### config.mk
export PLATFORM = sky130hd
export DESIGN_NAME = lcs_ctrl
export DESIGN_NICKNAME = d
export VERILOG_FILES = /design/src/sv/lcs_pkg.sv /design/src/sv/lcs_ctrl.sv
export SDC_FILE = /design/constraint.sdc
export NUM_CORES = 1
export LEC_CHECK = 0
export BUFFER_PORTS_ARGS = -buffer_cell sky130_fd_sc_hd__buf_2
export CORE_AREA = 2 2 39 41
export DETAILED_ROUTE_END_ITERATION = 16
export DIE_AREA = 0 0 41 43
export GPL_ROUTABILITY_DRIVEN = 0
export PLACE_DENSITY_LB_ADDON = 0.25
export SLEW_MARGIN = 20
export SYNTH_ARGS = -nofsm -noshare
export SYNTH_HDL_FRONTEND = slang
export SYNTH_SLANG_ARGS = --single-unit
export TNS_END_PERCENT = 30
### constraint.sdc
create_clock -name clk -period 2 [get_ports clk]
set_input_delay 0.2 -clock clk [delete_from_list [all_inputs] [get_ports clk]]
set_output_delay 0.2 -clock clk [all_outputs]
set_load 0.1 [all_outputs]
### src/sv/lcs_pkg.sv
// ----------------------------------------------------------------------------
// lcs_pkg
// Shared types and constants of the linear contrast stretch block
// ----------------------------------------------------------------------------
package lcs_pkg;

  localparam int PIX_W       = 8;
  localparam int CFG_INDEX_W = 1;
  localparam logic [PIX_W-1:0] GRAY_MAX = 8'd255;
  localparam logic [PIX_W-1:0] GRAY_MIN = 8'd0;

  // register indexes of the configuration port
  localparam logic [CFG_INDEX_W-1:0] REG_OUT_LOW  = 1'b0;
  localparam logic [CFG_INDEX_W-1:0] REG_OUT_HIGH = 1'b1;

  // operation codes
  localparam logic OP_MEASURE = 1'b0;
  localparam logic OP_STRETCH = 1'b1;

  // quotient bits produced by the divider, one per cycle
  localparam int DIV_STEPS = 9;
  localparam int DIV_CNT_W = $clog2(DIV_STEPS);

  typedef enum logic [2:0] {
    ST_IDLE,
    ST_MULT,
    ST_PREP,
    ST_DIV,
    ST_DONE
  } lcs_state_t;

  typedef struct packed {
    logic idle;
    logic mult;
    logic prep;
    logic div_step;
    logic finish;
  } lcs_cmd_t;

  typedef struct packed {
    logic in_fire;
    logic in_stretch;
    logic in_flat;
    logic out_busy;
  } lcs_status_t;

endpackage

### src/sv/lcs_ctrl.sv
// ----------------------------------------------------------------------------
// lcs_ctrl
// Sequencer: multiply, divider setup, nine divide steps, result load; flat frames go straight to the load
// ----------------------------------------------------------------------------
module lcs_ctrl
  import lcs_pkg::*;
(
  input  logic        clk,
  input  logic        rst,
  input  lcs_status_t status,
  output lcs_cmd_t    cmd
);

  lcs_state_t           state, state_next;
  logic [DIV_CNT_W-1:0] count, count_next;

  always_ff @(posedge clk) begin
    if (rst) begin
      state <= ST_IDLE;
      count <= '0;
    end else begin
      state <= state_next;
      count <= count_next;
    end
  end

  always_comb begin
    state_next = state;
    count_next = count;
    cmd        = '0;
    case (state)
      ST_IDLE: begin
        cmd.idle = 1'b1;
        if (status.in_fire && status.in_stretch) begin
          state_next = status.in_flat ? ST_DONE : ST_MULT;
        end
      end
      ST_MULT: begin
        cmd.mult   = 1'b1;
        state_next = ST_PREP;
      end
      ST_PREP: begin
        cmd.prep   = 1'b1;
        count_next = '0;
        state_next = ST_DIV;
      end
      ST_DIV: begin
        cmd.div_step = 1'b1;
        count_next   = count + DIV_CNT_W'(1);
        if (count == DIV_CNT_W'(DIV_STEPS - 1)) begin
          count_next = '0;
          state_next = ST_DONE;
        end
      end
      ST_DONE: begin
        if (!status.out_busy) begin
          cmd.finish = 1'b1;
          state_next = ST_IDLE;
        end
      end
      default: begin
        state_next = ST_IDLE;
      end
    endcase
  end

endmodule

==> impl_metrics.csv <==
group,metric,value,unit
finish,nNetsFinal,71,
synth,synth_top_family_by_area,"simple AND/OR/NAND/NOR gates",
clock_network,cts_sinks,7,
global_routing,grt_pass1_wl,1550,um
global_routing,grt.overflow.total,0,
placement,place_inst,74,
power,power_leakage,0.207,nW
synth,synthAdderAreaFrac,5.83,%
setup_path,start_kind,"flip-flop",
die,start_util,31.0,%
sta,skew,0.00514,ns
sta,max_freq,0.561,GHz
sta,period_needed,1.78,ns
sta,rsz0062_at_grt,"false",
sta,hold_violations,0,
min_path,hp-class,"in2reg",
routing,drt_iter0_drc,12,
routing,drcViolationCount,0,
sta,slew_headroom,67.7,%
routing,drt-pass1-iter-count,4,
setup_path,r2r_end,"count[3]",
placement,dp_hpwl,640,um
clock_network,ctsHoldBuffers,0,
min_path,min_from,"rst",
global_routing,grt_max_degree,11,
die,die_area,1760,um^2
sta,worstMarginPinSlew,0.488,ns
global_routing,antenna_found_initial,0,
synth,yosys.cell_count.top_type,"dfxtp_1",
synth,syn_nets,60,
clock_network,clkTransAtPathRegs,0.06,ns
synth,synthFlopType,"dfxtp_1",
synth,ys_types,24,
clock_network,cts_setup_buffers,0,
finish,diodes,0,
clock_network,cts_max_level,1,
setup_path,path_cells,"and3b_1, buf_2",
finish,fin_cells,78,
synth,synth_area_leaders,"dfxtp_1, a21oi_1, ha_1",
setup_path,r2r-start,"state[1]",
clock_network,cts-root-buf,"clkbuf_4",
run,drv_cap,0,
die,fp.dieW,41,um
placement,place_area,472,um^2
setup_path,timing.critical_path.max_delay_family,"flip-flops",
synth,yosys-top-cells-count,"dfxtp_1, a21oi_1, nand2_1",
setup_path,cp_slowest_cell,"dfxtp_1",
clock_network,worstSkewPairLatency,0.25,ns
min_path,hold_depth,2,
routing,drt_wl_total,882,um
routing,wl_per_cell,11.3,um
routing,num_vias,392,
finish,area_growth,16.0,%
synth,netlist_instances,52,
synth,synth-compound-area-share,18.1,%
synth,synth_top_area_cell,"dfxtp_1",
clock_network,numCtsBuffers,3,
synth,yosys.area_share.simple,30.9,%
die,rows,14,
synth,synth_xor_area_share,2.04,%
synth,synth_mux_area_share,0,%
global_routing,first_global_vias,368,
die,die_y,43,um
setup_path,rr_worst_depth,3,
setup_path,endpoint_kind,"output port",
setup_path,cp_max_fo,9,
finish,fill_cells,155,
setup_path,r2r_slack,0.58,ns
power,vdd_drop_max,0.000373,V
sta,finalCritPeriodShare,89.1,%
synth,synth_edf_count,0,
setup_path,max_stage_delay,0.51,ns
finish,finalInstanceArea,498,um^2
synth,netlist_area,429,um^2
clock_network,cts_tree,"yes",
routing,viasPerCell,5.03,
setup_path,worstSetupPathType,"reg2out",
power,p_per_area,849,nW/um^2
setup_path,worstPathArrival,1.58,ns
synth,synth_seq_cells,7,
sta,finalMaxSlewViolations,0,
synth,seq_area_frac_synth,32.7,%
routing,ant_nets,0,
min_path,hold_end,"count[0]",
synth,synth_top_area_share,32.7,%
clock_network,cts_resized,0,
synth,syn_avg_cell_area,8.25,um^2
clock_network,clockBufferDepth,2,
sta,tns,0,ns
power,p_total,0.000423,W
finish,drive_gt1_share,24.2,%
synth,yosysWarnings,0,
placement,port_buffers,10,
synth,synthArstFlopShare,0,%
die,core_area,1380,um^2
setup_path,crit_buf_inv,1,
sta,setup-violations-final,0,
die,ios,11,
status,status,"finished clean",
global_routing,grt_use_total,12.9,%
setup_path,required,1.80,ns
[state kept, by name, indices dropped and copies added, names as in the netlist]
register	cells
count	4
state	3
[layout make-up]
type	count	area (um^2)	share of cell area, %
flip-flops and latches	7	140	28.1
multi-input cells	39	254	51.0
repair buffers	10	50.0	10.1
clock buffers	4	26.3	5.28
inverters	2	7.51	1.51
well taps	16	20.0	4.02
[cell families after synthesis]
logic type               after synthesis
AO/OA/AOI/OAI                         13
XOR/XNOR                               1
adder cells (fa/ha/maj)                2
buffers and inverters                  6
flip-flops                             7
AND/OR/NAND/NOR                       23
[power breakdown]
part,switching (W),total (W),internal (W)
combinational,0.0000984,0.000130,0.0000316
sequential,0.0000157,0.000162,0.000146
clock,0.0000550,0.000131,0.0000763
[worst max-delay path by stage]
stage | slack (ns) | cells after the start | start | endpoint
floorplan | -0.12 | 4 | state[1] | state[2]
global placement | 0.53 | 2 | state[0] | cmd[1]
detailed placement | 0.50 | 2 | state[0] | cmd[1]
CTS | 0.22 | 2 | state[1] | cmd[1]
global route | 0.13 | 2 | state[0] | cmd[1]
finish | 0.22 | 2 | state[1] | cmd[1]
[metal layers]
metal	global-route usage [%]	vias up	share of wire, %
li1	-	203	-
met1	19.6	171	52
met2	15.3	16	39
met3	3.14	2	7.1
met4	8.00	0	2.3
met5	0	-	0
[per-stage QoR]
stage	hold slack [ns]	setup WS [ns]	utilization (%)
final	0.216	0.218	36.0
after detailed placement	0.473	0.501	34.1
after floorplan	0.269	-0.122	-
after global placement	0.477	0.531	34.1
after CTS	0.209	0.219	36.0
after global routing	0.228	0.129	36.0
[placed cells by master (no fill, tap or decap), types with 2 or more instances in the layout]
cell type | Yosys | routed
a21oi_1 | 6 | 6
and3b_1 | 2 | 2
buf_2 | 0 | 10
clkbuf_4 | 0 | 3
dfxtp_1 | 7 | 7
ha_1 | 2 | 2
inv_1 | 2 | 2
nand2_1 | 6 | 6
nand2b_1 | 2 | 2
nand4b_1 | 2 | 2
nor2_1 | 4 | 4
o21ai_0 | 3 | 3
(Power assumes the default switching activity.)
